[config.mk]
export PLATFORM = sky130hd
export DESIGN_NAME = bubble_sort_swap_sequence_unit_flat
export DESIGN_NICKNAME = d
export VERILOG_FILES = /design/src/design/bsss_pkg.sv /design/src/design/bsss_req_if.sv /design/src/design/bsss_rsp_if.sv /design/src/design/bsss_ram.sv /design/src/design/bsss_sequencer.sv /design/src/design/bsss_datapath.sv /design/src/design/bubble_sort_swap_sequence_unit.sv /design/src/flat_wrapper.sv
export VERILOG_INCLUDE_DIRS = /design/src /design/src/design
export SDC_FILE = /design/constraint.sdc
export NUM_CORES = 1
export LEC_CHECK = 0
export BUFFER_PORTS_ARGS = -buffer_cell sky130_fd_sc_hd__buf_2
export CAP_MARGIN = 20
export CORE_UTILIZATION = 59
export CTS_CLUSTER_DIAMETER = 60
export CTS_CLUSTER_SIZE = 28
export DETAILED_ROUTE_END_ITERATION = 7
export PLACE_DENSITY = 0.89
export SLEW_MARGIN = 25
export SYNTH_ARGS = -nofsm -noshare
export SYNTH_HDL_FRONTEND = slang
export SYNTH_SLANG_ARGS = --single-unit
[constraint.sdc]
create_clock -name clock -period 7.2 [get_ports clock]
set_input_delay 1.44 -clock clock [delete_from_list [all_inputs] [get_ports clock]]
set_output_delay 1.44 -clock clock [all_outputs]
set_load 0.03 [all_outputs]
[src/design/assert_macros.svh]
// assertion macros for the rtl files, included by bsss_datapath
// expects signals named clock and reset in the including module
`ifndef ASSERT_MACROS_SVH
`define ASSERT_MACROS_SVH

`ifndef SYNTHESIS
`define BSSS_ASSERT_IMP(label, ante, cons, msg) \
   label: assert property (@(posedge clock) disable iff (reset) (ante) |-> (cons)) \
      else $error(msg);
`define BSSS_ASSERT_NXT(label, ante, cons, msg) \
   label: assert property (@(posedge clock) disable iff (reset) (ante) |=> (cons)) \
      else $error(msg);
`else
`define BSSS_ASSERT_IMP(label, ante, cons, msg)
`define BSSS_ASSERT_NXT(label, ante, cons, msg)
`endif

`endif

[src/design/bsss_pkg.sv]
// shared constants, microcode types and status struct for the swap sequence unit
// no dependencies
`timescale 1ns / 1ps
package bsss_pkg;
   localparam int MAX_LEN    = 8;
   localparam int NAME_WIDTH = 8;
   localparam int ORDER_W    = 3;
   localparam int BOND_W     = 8;
   localparam int ADDR_W     = $clog2(MAX_LEN);
   localparam int CNT_W      = $clog2(MAX_LEN + 1);
   localparam int CMP_W      = (ORDER_W > CNT_W) ? ORDER_W : CNT_W;
   localparam int STEP_W     = 3;

   typedef enum logic [STEP_W-1:0] {
      STEP_IDLE,
      STEP_INIT,
      STEP_LOAD_CUR,
      STEP_COMPARE,
      STEP_ADVANCE,
      STEP_PASS_END,
      STEP_FINISH
   } step_type;

   typedef enum logic [2:0] {
      COND_NONE,
      COND_ALWAYS,
      COND_NO_START,
      COND_SHORT,
      COND_PASS_MORE,
      COND_MORE_PASSES
   } cond_type;

   typedef struct packed {
      logic     wait_item;
      logic     init;
      logic     load_cur;
      logic     compare;
      logic     advance;
      logic     pass_end;
      logic     finish;
      cond_type cond;
      step_type target;
   } ctrl_word_type;

   typedef struct packed {
      logic start;
      logic short_seq;
      logic pass_more;
      logic more_passes;
      logic stall;
   } status_type;
endpackage

[src/design/bsss_req_if.sv]
// request channel interface: order value, bond name and last flag
// depends on bsss_pkg
`timescale 1ns / 1ps
interface bsss_req_if;
   import bsss_pkg::*;

   logic               valid;
   logic               ready;
   logic [ORDER_W-1:0] order_value;
   logic [BOND_W-1:0]  bond_name;
   logic               is_last;

   modport source (output valid, output order_value, output bond_name, output is_last,
                   input ready);
   modport sink (input valid, input order_value, input bond_name, input is_last,
                 output ready);
endinterface

[src/design/bsss_rsp_if.sv]
// response channel interface: swapped bond names and run flags
// depends on bsss_pkg
`timescale 1ns / 1ps
interface bsss_rsp_if;
   import bsss_pkg::*;

   logic              valid;
   logic              ready;
   logic [BOND_W-1:0] first_bond;
   logic [BOND_W-1:0] second_bond;
   logic              swap_valid;
   logic              last_swap;

   modport source (output valid, output first_bond, output second_bond,
                   output swap_valid, output last_swap, input ready);
   modport sink (input valid, input first_bond, input second_bond,
                 input swap_valid, input last_swap, output ready);
endinterface

[src/design/bsss_ram.sv]
// generic single write port, single read port ram with registered read
// no dependencies
`timescale 1ns / 1ps
module bsss_ram #(
   parameter int WIDTH = 8,
   parameter int DEPTH = 8
) (
   input  logic                     clock,
   input  logic                     wr_en,
   input  logic [$clog2(DEPTH)-1:0] wr_addr,
   input  logic [WIDTH-1:0]         wr_data,
   input  logic                     rd_en,
   input  logic [$clog2(DEPTH)-1:0] rd_addr,
   output logic [WIDTH-1:0]         rd_data
);
   logic [WIDTH-1:0] mem [DEPTH];
   logic [WIDTH-1:0] rd_data_ff;

   always_ff @(posedge clock) begin
      if (wr_en) begin
         mem[wr_addr] <= wr_data;
      end
      if (rd_en) begin
         rd_data_ff <= mem[rd_addr];
      end
   end

   assign rd_data = rd_data_ff;
endmodule

[src/design/bsss_sequencer.sv]
// microcode rom and step counter; issues one control word per cycle
// depends on bsss_pkg
`timescale 1ns / 1ps
module bsss_sequencer (
   input  logic                   clock,
   input  logic                   reset,
   input  bsss_pkg::status_type   status,
   output bsss_pkg::ctrl_word_type ctrl
);
   import bsss_pkg::*;

   step_type step_ff;
   step_type step_in;
   logic     cond_true;

   function automatic ctrl_word_type rom_word(input step_type s);
      ctrl_word_type w;
      w = '0;
      w.cond   = COND_NONE;
      w.target = STEP_IDLE;
      unique case (s)
         STEP_IDLE: begin
            w.wait_item = 1'b1;
            w.cond      = COND_NO_START;
            w.target    = STEP_IDLE;
         end
         STEP_INIT: begin
            w.init   = 1'b1;
            w.cond   = COND_SHORT;
            w.target = STEP_FINISH;
         end
         STEP_LOAD_CUR: begin
            w.load_cur = 1'b1;
         end
         STEP_COMPARE: begin
            w.compare = 1'b1;
         end
         STEP_ADVANCE: begin
            w.advance = 1'b1;
            w.cond    = COND_PASS_MORE;
            w.target  = STEP_COMPARE;
         end
         STEP_PASS_END: begin
            w.pass_end = 1'b1;
            w.cond     = COND_MORE_PASSES;
            w.target   = STEP_LOAD_CUR;
         end
         STEP_FINISH: begin
            w.finish = 1'b1;
            w.cond   = COND_ALWAYS;
            w.target = STEP_IDLE;
         end
         default: begin
            w.cond   = COND_ALWAYS;
            w.target = STEP_IDLE;
         end
      endcase
      return w;
   endfunction

   assign ctrl = rom_word(step_ff);

   always_ff @(posedge clock) begin
      if (reset) begin
         step_ff <= STEP_IDLE;
      end else begin
         step_ff <= step_in;
      end
   end

   always_comb begin
      unique case (ctrl.cond)
         COND_NONE:        cond_true = 1'b0;
         COND_ALWAYS:      cond_true = 1'b1;
         COND_NO_START:    cond_true = !status.start;
         COND_SHORT:       cond_true = status.short_seq;
         COND_PASS_MORE:   cond_true = status.pass_more;
         COND_MORE_PASSES: cond_true = status.more_passes;
         default:          cond_true = 1'b0;
      endcase

      if (status.stall) begin
         step_in = step_ff;
      end else if (cond_true) begin
         step_in = ctrl.target;
      end else begin
         step_in = step_type'(step_ff + STEP_W'(1));
      end
   end
endmodule

[src/design/bsss_datapath.sv]
// load path, order and name stores, carried-max compare and response register
// depends on bsss_pkg, bsss_req_if, bsss_rsp_if, bsss_ram, assert_macros.svh
`timescale 1ns / 1ps
`include "assert_macros.svh"
module bsss_datapath (
   input  logic                    clock,
   input  logic                    reset,
   input  bsss_pkg::ctrl_word_type ctrl,
   output bsss_pkg::status_type    status,
   bsss_req_if.sink                req_ch,
   bsss_rsp_if.source              rsp_ch
);
   import bsss_pkg::*;

   logic [CNT_W-1:0]   count_ff, count_in;
   logic [CNT_W-1:0]   lim_ff, lim_in;
   logic [CNT_W-1:0]   j_ff, j_in;
   logic [ORDER_W-1:0] cur_ff, cur_in;
   logic               swap_ff, swap_in;
   logic               lo_ok_ff, lo_ok_in;
   logic               hi_ok_ff, hi_ok_in;
   logic               pend_valid_ff, pend_valid_in;
   logic [BOND_W-1:0]  pend_first_ff, pend_first_in;
   logic [BOND_W-1:0]  pend_second_ff, pend_second_in;
   logic               rsp_valid_ff, rsp_valid_in;
   logic [BOND_W-1:0]  first_ff, first_in;
   logic [BOND_W-1:0]  second_ff, second_in;
   logic               swap_valid_ff, swap_valid_in;
   logic               last_ff, last_in;

   logic                  accept;
   logic                  out_free;
   logic                  stall;
   logic                  push;
   logic                  gt;
   logic [ORDER_W-1:0]    nxt;
   logic [BOND_W-1:0]     name_lo, name_hi;

   logic                  order_wr_en;
   logic [ADDR_W-1:0]     order_wr_addr;
   logic [ORDER_W-1:0]    order_wr_data;
   logic                  order_rd_en;
   logic [ADDR_W-1:0]     order_rd_addr;
   logic                  name_wr_en;
   logic                  name_rd_en;
   logic [NAME_WIDTH-1:0] name_a_data, name_b_data;

   // order store, sorted in place during a run
   bsss_ram #(.WIDTH(ORDER_W), .DEPTH(MAX_LEN)) u_order_ram (
      .clock   (clock),
      .wr_en   (order_wr_en),
      .wr_addr (order_wr_addr),
      .wr_data (order_wr_data),
      .rd_en   (order_rd_en),
      .rd_addr (order_rd_addr),
      .rd_data (nxt)
   );

   // two copies of the name store, one per looked-up value
   bsss_ram #(.WIDTH(NAME_WIDTH), .DEPTH(MAX_LEN)) u_name_a_ram (
      .clock   (clock),
      .wr_en   (name_wr_en),
      .wr_addr (ADDR_W'(count_ff)),
      .wr_data (NAME_WIDTH'(req_ch.bond_name)),
      .rd_en   (name_rd_en),
      .rd_addr (ADDR_W'(nxt)),
      .rd_data (name_a_data)
   );

   bsss_ram #(.WIDTH(NAME_WIDTH), .DEPTH(MAX_LEN)) u_name_b_ram (
      .clock   (clock),
      .wr_en   (name_wr_en),
      .wr_addr (ADDR_W'(count_ff)),
      .wr_data (NAME_WIDTH'(req_ch.bond_name)),
      .rd_en   (name_rd_en),
      .rd_addr (ADDR_W'(cur_ff)),
      .rd_data (name_b_data)
   );

   assign req_ch.ready = ctrl.wait_item;
   assign accept       = req_ch.valid && req_ch.ready;
   assign out_free     = !rsp_valid_ff || rsp_ch.ready;
   assign stall        = (ctrl.advance && swap_ff && pend_valid_ff && !out_free) ||
                         (ctrl.finish && !out_free);
   assign gt           = cur_ff > nxt;
   assign name_lo      = lo_ok_ff ? BOND_W'(name_a_data) : '0;
   assign name_hi      = hi_ok_ff ? BOND_W'(name_b_data) : '0;

   assign status.start       = accept && req_ch.is_last;
   assign status.short_seq   = count_ff < CNT_W'(2);
   assign status.pass_more   = (j_ff + CNT_W'(1)) != lim_ff;
   assign status.more_passes = lim_ff != CNT_W'(1);
   assign status.stall       = stall;

   always_comb begin
      count_in       = count_ff;
      lim_in         = lim_ff;
      j_in           = j_ff;
      cur_in         = cur_ff;
      swap_in        = swap_ff;
      lo_ok_in       = lo_ok_ff;
      hi_ok_in       = hi_ok_ff;
      pend_valid_in  = pend_valid_ff;
      pend_first_in  = pend_first_ff;
      pend_second_in = pend_second_ff;
      order_wr_en    = 1'b0;
      order_wr_addr  = ADDR_W'(count_ff);
      order_wr_data  = req_ch.order_value;
      order_rd_en    = 1'b0;
      order_rd_addr  = '0;
      name_wr_en     = 1'b0;
      name_rd_en     = 1'b0;
      push           = 1'b0;
      first_in       = '0;
      second_in      = '0;
      swap_valid_in  = 1'b0;
      last_in        = 1'b0;

      // load: items past the store depth are dropped
      if (accept && (count_ff < CNT_W'(MAX_LEN))) begin
         order_wr_en = 1'b1;
         name_wr_en  = 1'b1;
         count_in    = count_ff + CNT_W'(1);
      end

      if (ctrl.init) begin
         lim_in        = count_ff - CNT_W'(1);
         j_in          = '0;
         pend_valid_in = 1'b0;
         order_rd_en   = 1'b1;
      end

      if (ctrl.load_cur) begin
         cur_in        = nxt;
         order_rd_en   = 1'b1;
         order_rd_addr = ADDR_W'(j_ff + CNT_W'(1));
      end

      // the larger value is carried forward, the smaller one settles at j
      if (ctrl.compare) begin
         order_wr_en   = 1'b1;
         order_wr_addr = ADDR_W'(j_ff);
         order_wr_data = gt ? nxt : cur_ff;
         name_rd_en    = 1'b1;
         swap_in       = gt;
         lo_ok_in      = CMP_W'(nxt) < CMP_W'(count_ff);
         hi_ok_in      = CMP_W'(cur_ff) < CMP_W'(count_ff);
         if (!gt) begin
            cur_in = nxt;
         end
      end

      // a swap is held back until the next swap or the finish, so the final one can carry the last flag
      if (ctrl.advance && !stall) begin
         if (swap_ff) begin
            if (pend_valid_ff) begin
               push          = 1'b1;
               first_in      = pend_first_ff;
               second_in     = pend_second_ff;
               swap_valid_in = 1'b1;
            end
            pend_valid_in  = 1'b1;
            pend_first_in  = name_lo;
            pend_second_in = name_hi;
         end
         j_in = j_ff + CNT_W'(1);
         if (status.pass_more) begin
            order_rd_en   = 1'b1;
            order_rd_addr = ADDR_W'(j_ff + CNT_W'(2));
         end
      end

      if (ctrl.pass_end) begin
         lim_in      = lim_ff - CNT_W'(1);
         j_in        = '0;
         order_rd_en = 1'b1;
      end

      if (ctrl.finish && !stall) begin
         push    = 1'b1;
         last_in = 1'b1;
         if (pend_valid_ff) begin
            first_in      = pend_first_ff;
            second_in     = pend_second_ff;
            swap_valid_in = 1'b1;
         end
         pend_valid_in = 1'b0;
         count_in      = '0;
      end

      if (push) begin
         rsp_valid_in = 1'b1;
      end else if (rsp_ch.ready) begin
         rsp_valid_in = 1'b0;
      end else begin
         rsp_valid_in = rsp_valid_ff;
      end
   end

   always_ff @(posedge clock) begin
      if (reset) begin
         count_ff      <= '0;
         pend_valid_ff <= 1'b0;
         rsp_valid_ff  <= 1'b0;
      end else begin
         count_ff      <= count_in;
         pend_valid_ff <= pend_valid_in;
         rsp_valid_ff  <= rsp_valid_in;
      end
   end

   always_ff @(posedge clock) begin
      lim_ff         <= lim_in;
      j_ff           <= j_in;
      cur_ff         <= cur_in;
      swap_ff        <= swap_in;
      lo_ok_ff       <= lo_ok_in;
      hi_ok_ff       <= hi_ok_in;
      pend_first_ff  <= pend_first_in;
      pend_second_ff <= pend_second_in;
      if (push) begin
         first_ff      <= first_in;
         second_ff     <= second_in;
         swap_valid_ff <= swap_valid_in;
         last_ff       <= last_in;
      end
   end

   assign rsp_ch.valid       = rsp_valid_ff;
   assign rsp_ch.first_bond  = first_ff;
   assign rsp_ch.second_bond = second_ff;
   assign rsp_ch.swap_valid  = swap_valid_ff;
   assign rsp_ch.last_swap   = last_ff;

   `BSSS_ASSERT_IMP(a_idle_no_pending, ctrl.wait_item, !pend_valid_ff, "swap pending while idle")
   `BSSS_ASSERT_IMP(a_compare_in_pass, ctrl.compare, j_ff < lim_ff, "compare beyond pass limit")
   `BSSS_ASSERT_NXT(a_finish_last, ctrl.finish && !stall, rsp_valid_ff && last_ff, "run end lost")
   `BSSS_ASSERT_IMP(a_noswap_is_last, rsp_valid_ff, swap_valid_ff || last_ff, "stray empty word")
   `BSSS_ASSERT_IMP(a_count_bound, 1'b1, count_ff <= CNT_W'(MAX_LEN), "count past depth")
endmodule

[src/design/bubble_sort_swap_sequence_unit.sv]
// load: words are taken only while idle; the last word starts a sort of the n held values,
// which response back-pressure can stall; each compare is a compare step (name store read)
// then an advance step (next order store read)
// throughput: one sequence at a time; no word is taken while a sort runs
// reset: synchronous active high, clears the step counter, fill count, pending swap flag and response valid
`timescale 1ns / 1ps
module bubble_sort_swap_sequence_unit (
   input logic        clock,
   input logic        reset,
   bsss_req_if.sink   req_ch,
   bsss_rsp_if.source rsp_ch
);
   import bsss_pkg::*;

   // control word from the rom, status back for jumps and stalls
   ctrl_word_type ctrl;
   status_type    status;

   // step counter plus microcode rom: load, init, then per pass
   // load current, compare/advance per pair, pass end, finish
   bsss_sequencer u_sequencer (
      .clock  (clock),
      .reset  (reset),
      .status (status),
      .ctrl   (ctrl)
   );

   // stores, carried-max compare, pending swap and response register
   bsss_datapath u_datapath (
      .clock  (clock),
      .reset  (reset),
      .ctrl   (ctrl),
      .status (status),
      .req_ch (req_ch),
      .rsp_ch (rsp_ch)
   );
endmodule

[src/flat_wrapper.sv]
// flat-port wrapper written by rule: the top's interface ports become plain ports
module bubble_sort_swap_sequence_unit_flat import bsss_pkg::*;
  (clock, reset, req_ch_valid, req_ch_order_value, req_ch_bond_name, req_ch_is_last, req_ch_ready, rsp_ch_valid, rsp_ch_first_bond, rsp_ch_second_bond, rsp_ch_swap_valid, rsp_ch_last_swap, rsp_ch_ready);
  bsss_req_if req_ch_i ();
  bsss_rsp_if rsp_ch_i ();
  input logic clock;
  input logic reset;
  input wire logic [$bits(req_ch_i.valid)-1:0] req_ch_valid;
  input wire logic [$bits(req_ch_i.order_value)-1:0] req_ch_order_value;
  input wire logic [$bits(req_ch_i.bond_name)-1:0] req_ch_bond_name;
  input wire logic [$bits(req_ch_i.is_last)-1:0] req_ch_is_last;
  output wire logic [$bits(req_ch_i.ready)-1:0] req_ch_ready;
  output wire logic [$bits(rsp_ch_i.valid)-1:0] rsp_ch_valid;
  output wire logic [$bits(rsp_ch_i.first_bond)-1:0] rsp_ch_first_bond;
  output wire logic [$bits(rsp_ch_i.second_bond)-1:0] rsp_ch_second_bond;
  output wire logic [$bits(rsp_ch_i.swap_valid)-1:0] rsp_ch_swap_valid;
  output wire logic [$bits(rsp_ch_i.last_swap)-1:0] rsp_ch_last_swap;
  input wire logic [$bits(rsp_ch_i.ready)-1:0] rsp_ch_ready;
  assign req_ch_i.valid = req_ch_valid;
  assign req_ch_i.order_value = req_ch_order_value;
  assign req_ch_i.bond_name = req_ch_bond_name;
  assign req_ch_i.is_last = req_ch_is_last;
  assign req_ch_ready = req_ch_i.ready;
  assign rsp_ch_valid = rsp_ch_i.valid;
  assign rsp_ch_first_bond = rsp_ch_i.first_bond;
  assign rsp_ch_second_bond = rsp_ch_i.second_bond;
  assign rsp_ch_swap_valid = rsp_ch_i.swap_valid;
  assign rsp_ch_last_swap = rsp_ch_i.last_swap;
  assign rsp_ch_i.ready = rsp_ch_ready;
  bubble_sort_swap_sequence_unit u_core (.clock(clock), .reset(reset), .req_ch(req_ch_i), .rsp_ch(rsp_ch_i));
endmodule
==> out/results.ini <==
[outcome]
outcome = finished, final reports clean

[power_and_ir_drop]
power_leakage_nw = 2.95
internal-power_w = 0.00220
vdd_drop_max_v = 0.000202
combPwrFrac_pct = 31.1
power_density_nw_per_um2 = 391
p_seq_share_pct = 41.9
swShare_pct = 32.7
p_clk_share_pct = 27.0
power.switching_w = 0.00107

[synth]
syn_avg_cell_area_sq_um = 15.0
synthSimpleGateAreaFrac_pct = 9.62
synthMuxAreaShare_pct = 13.7
synth-edff-count = 148
synthCells = 498
synth_compound_area_share_pct = 5.37
postSynth.asyncResetShare_pct = 0
synth_top_family_by_area = multiplexers
yosysSeqAreaShare_pct = 63.7
syn_nets = 532
synth_top_flop_cell = edfxtp_1
yosysWarningCount = 0
synth_seq_cells = 164
synth_xor_area_share_pct = 2.16
synth.cell_area_sq_um = 7480
yosys.area_share.adder_pct = 3.01
synth_cell_types = 55

[timing]
fin_worst_hold_slack_ns = 0.516
drv_slew = 0
worst_pin_slew_ns = 1.01
period_share_pct = 46.8
setup_viol = 0
finalHoldViolations = 0
grt_setup_unrepaired = no
slew_headroom_pct = 32.9
worst_slack_ns = 3.83
max_freq_mhz = 297
skew_ns = 0.00890
final.setup.tns_ns = 0
period_needed_ns = 3.37

[routing]
drt_iter0_drc = 534
antenna_left = 0
wirelength_mm = 14.2
via_per_inst = 6.06
drt-wirelength-per-cell_um = 19.9
via_count = 4331
drtPass1Iterations = 5
drc = 0

[global_routing]
met1_usage_pct = 27.8
top_usage_layer = met2
antenna_found_initial = 1
grt_pass1_wl_mm = 22.3
grt_util_all_layers_pct = 23.7
use_met2_pct = 40.2
grt_pass1_vias = 4303
gr-total-overflow = 0
grt_max_degree = 38
met3_usage_pct = 6.03

[setup_path]
max_stage_delay_ns = 0.72
worstPathCellList = clkinv_1 -> ha_1 -> o21ai_0 -> a32oi_1 -> inv_1 -> a21oi_1 -> mux2_2
crit_path_end_kind = flop
critPathSlowestCell = edfxtp_1
cp_max_fo = 12
worstSetupPathType = reg2reg
crit_required_ns = 7.50
crit_arrival_ns = 3.67
cp-start-kind = flop

[worst_hold_path]
hold_path_class = reg2reg

[placement]
place_ws_ns = 3.83
dp_hpwl_mm = 8.87
gp_congestion = 0.875
port_buffers = 35

[floorplan]
fp-row-count = 40
initial_core_util_pct = 61.5
pin_count = 36
die_x_um = 115
core_area_sq_um = 12200
die_y_um = 115
dieArea_sq_um = 13100

[clock_network]
cts_root_buf = clkbuf_16
htreeDepth = 4
cts_tree = yes
ctsLongestPathBuffers = 2
path_clk_slew_ns = 0.06
worstSkewPairLatency_ns = 0.42
cts_buffers = 17
cts.sinks = 164
cts_hold_buf = 0
post_cts_resized = 0
post_cts_buffers = 0

[layout]
area_growth_syn_to_layout_pct = 11.9
drive_gt1_share_pct = 23.9
nNetsFinal = 568
diodes = 0
n_fill_cell = 785

[flow_run]
drv_cap = 0

-- per-stage QoR --
stage          total power [W]  cells  utilization [%]  area (sq um)
2_1_floorplan          0.00213    498                -          7480
3_3_place_gp           0.00231    683             64.0          7780
3_5_place_dp           0.00237    683             64.1          7790
4_1_cts                0.00328    715             68.8          8370
5_1_grt                0.00342    715             68.8          8370
6_report               0.00328    715             68.8          8370
-- worst max-delay path, delay by kind of cell (launching register included) --
family / cells / cell delay [ns]
AO/OA/AOI/OAI: 3 / 1.02
adder cells (fa/ha/maj): 1 / 0.46
buffers and inverters: 2 / 0.63
flip-flops: 1 / 0.72
multiplexers: 1 / 0.42
-- flip-flops by register name (all words and copies together), names as in the netlist, 3 cells and up --
| register | cells |
|---|---|
| u_core.u_sequencer.step_ff | 3 |
| u_core.u_datapath.rsp_ch.first_bond | 8 |
| u_core.u_datapath.u_order_ram.mem | 24 |
| u_core.u_datapath.lim_ff | 4 |
| u_core.u_datapath.cur_ff | 3 |
| u_core.u_datapath.u_name_b_ram.mem | 64 |
| u_core.u_datapath.pend_second_ff | 8 |
| u_core.u_datapath.j_ff | 4 |
| u_core.u_datapath.u_name_b_ram.rd_data | 8 |
| u_core.u_datapath.count_ff | 4 |
| u_core.u_datapath.u_name_a_ram.rd_data | 8 |
| u_core.u_datapath.rsp_ch.second_bond | 8 |
| u_core.u_datapath.u_order_ram.rd_data | 3 |
| u_core.u_datapath.pend_first_ff | 8 |
-- placed cells by master (no fill, tap or decap), drive strengths merged, types with 6 or more instances in the layout --
cell / instances
o21ai: 8
xnor2: 6
edfxtp: 148
and2: 35
dfxtp: 16
buf: 39
inv: 21
mux4: 32
xor2: 6
mux2i: 17
clkbuf: 18
a22o: 6
mux2: 12
ha: 18
clkinv: 8
nand2: 44
nor2: 39
nor3: 7
a21oi: 14
-- power by group through the flow --
| stage | sequential, W | clock [W] | combinational (W) |
|---|---|---|---|
| floorplan | 0.00130 | 0 | 0.000832 |
| CTS | 0.00137 | 0.000894 | 0.00102 |
| global route | 0.00138 | 0.000930 | 0.00110 |
| finish | 0.00137 | 0.000885 | 0.00102 |
| global placement | 0.00137 | 0 | 0.000933 |
| detailed placement | 0.00138 | 0 | 0.000983 |
-- kinds of logic after synthesis --
| group | count (synthesis) |
|---|---|
| flops | 164 |
| simple gates | 146 |
| mux | 61 |
| compound gates | 55 |
| buf+inv | 40 |
| fa+ha+maj | 18 |
| xor+xnor | 14 |
-- cell usage after synthesis, drive strengths merged, types with 2 or more instances --
| master | instances | share of area (%) |
|---|---|---|
| nand2 | 44 | 2.2 |
| clkbuf | 12 | 0.60 |
| nor2 | 39 | 2.0 |
| mux2i | 17 | 2.3 |
| nor3 | 7 | 0.47 |
| o21ai | 8 | 0.54 |
| xor2 | 6 | 0.80 |
| a31oi | 5 | 0.42 |
| or2 | 3 | 0.25 |
| nor2b | 5 | 0.45 |
| and2 | 35 | 3.0 |
| a22o | 6 | 0.70 |
| mux2 | 12 | 1.8 |
| mux4 | 32 | 9.6 |
| and3 | 3 | 0.25 |
| a32oi | 3 | 0.60 |
| edfxtp | 148 | 59 |
| ha | 18 | 3.0 |
| xnor2 | 6 | 0.70 |
| o21a | 2 | 0.20 |
| o211ai | 3 | 0.30 |
| dfxtp | 16 | 4.3 |
| nand2b | 5 | 0.45 |
| xor3 | 2 | 0.65 |
| o22ai | 2 | 0.25 |
| a211oi | 5 | 0.50 |
| a21oi | 14 | 0.94 |
| inv | 17 | 0.85 |
| buf | 10 | 0.90 |
-- cell type report --
cell class / count / area (sq um) / share of cell area [%]
Clock buffer: 18 / 429 / 5.13
Clock inverter: 14 / 151 / 1.81
Inverter: 18 / 67.6 / 0.807
Multi-Input combinational cell: 294 / 2540 / 30.4
Sequential cell: 164 / 4760 / 56.9
Tap cell: 168 / 210 / 2.51
Timing Repair Buffer: 39 / 205 / 2.45
-- worst paths after layout --
path | from | endpoint | slack [ns] | depth (start not counted)
setup / recovery | u_core.u_datapath.u_order_ram.rd_data[2]$_DFFE_PP_ | u_core.u_datapath.cur_ff[2]$_DFF_P_ | 3.83 | 7
hold / removal | u_core.u_datapath.pend_first_ff[7]$_SDFFCE_PN0P_ | u_core.u_datapath.rsp_ch.first_bond[7]$_DFFE_PP_ | 0.52 | 1
setup reg to reg | u_core.u_datapath.u_order_ram.rd_data[2]$_DFFE_PP_ | u_core.u_datapath.cur_ff[2]$_DFF_P_ | 3.83 | 7
hold reg to reg | u_core.u_datapath.pend_first_ff[7]$_SDFFCE_PN0P_ | u_core.u_datapath.rsp_ch.first_bond[7]$_DFFE_PP_ | 0.52 | 1
-- routing by layer --
metal	routed length, um	vias to the layer above
met5	0	-
met2	7470	225
met4	398	0
met1	5330	2124
met3	1030	35
li1	-	1947
No activity file was read; power rests on OpenSTA's default activity.
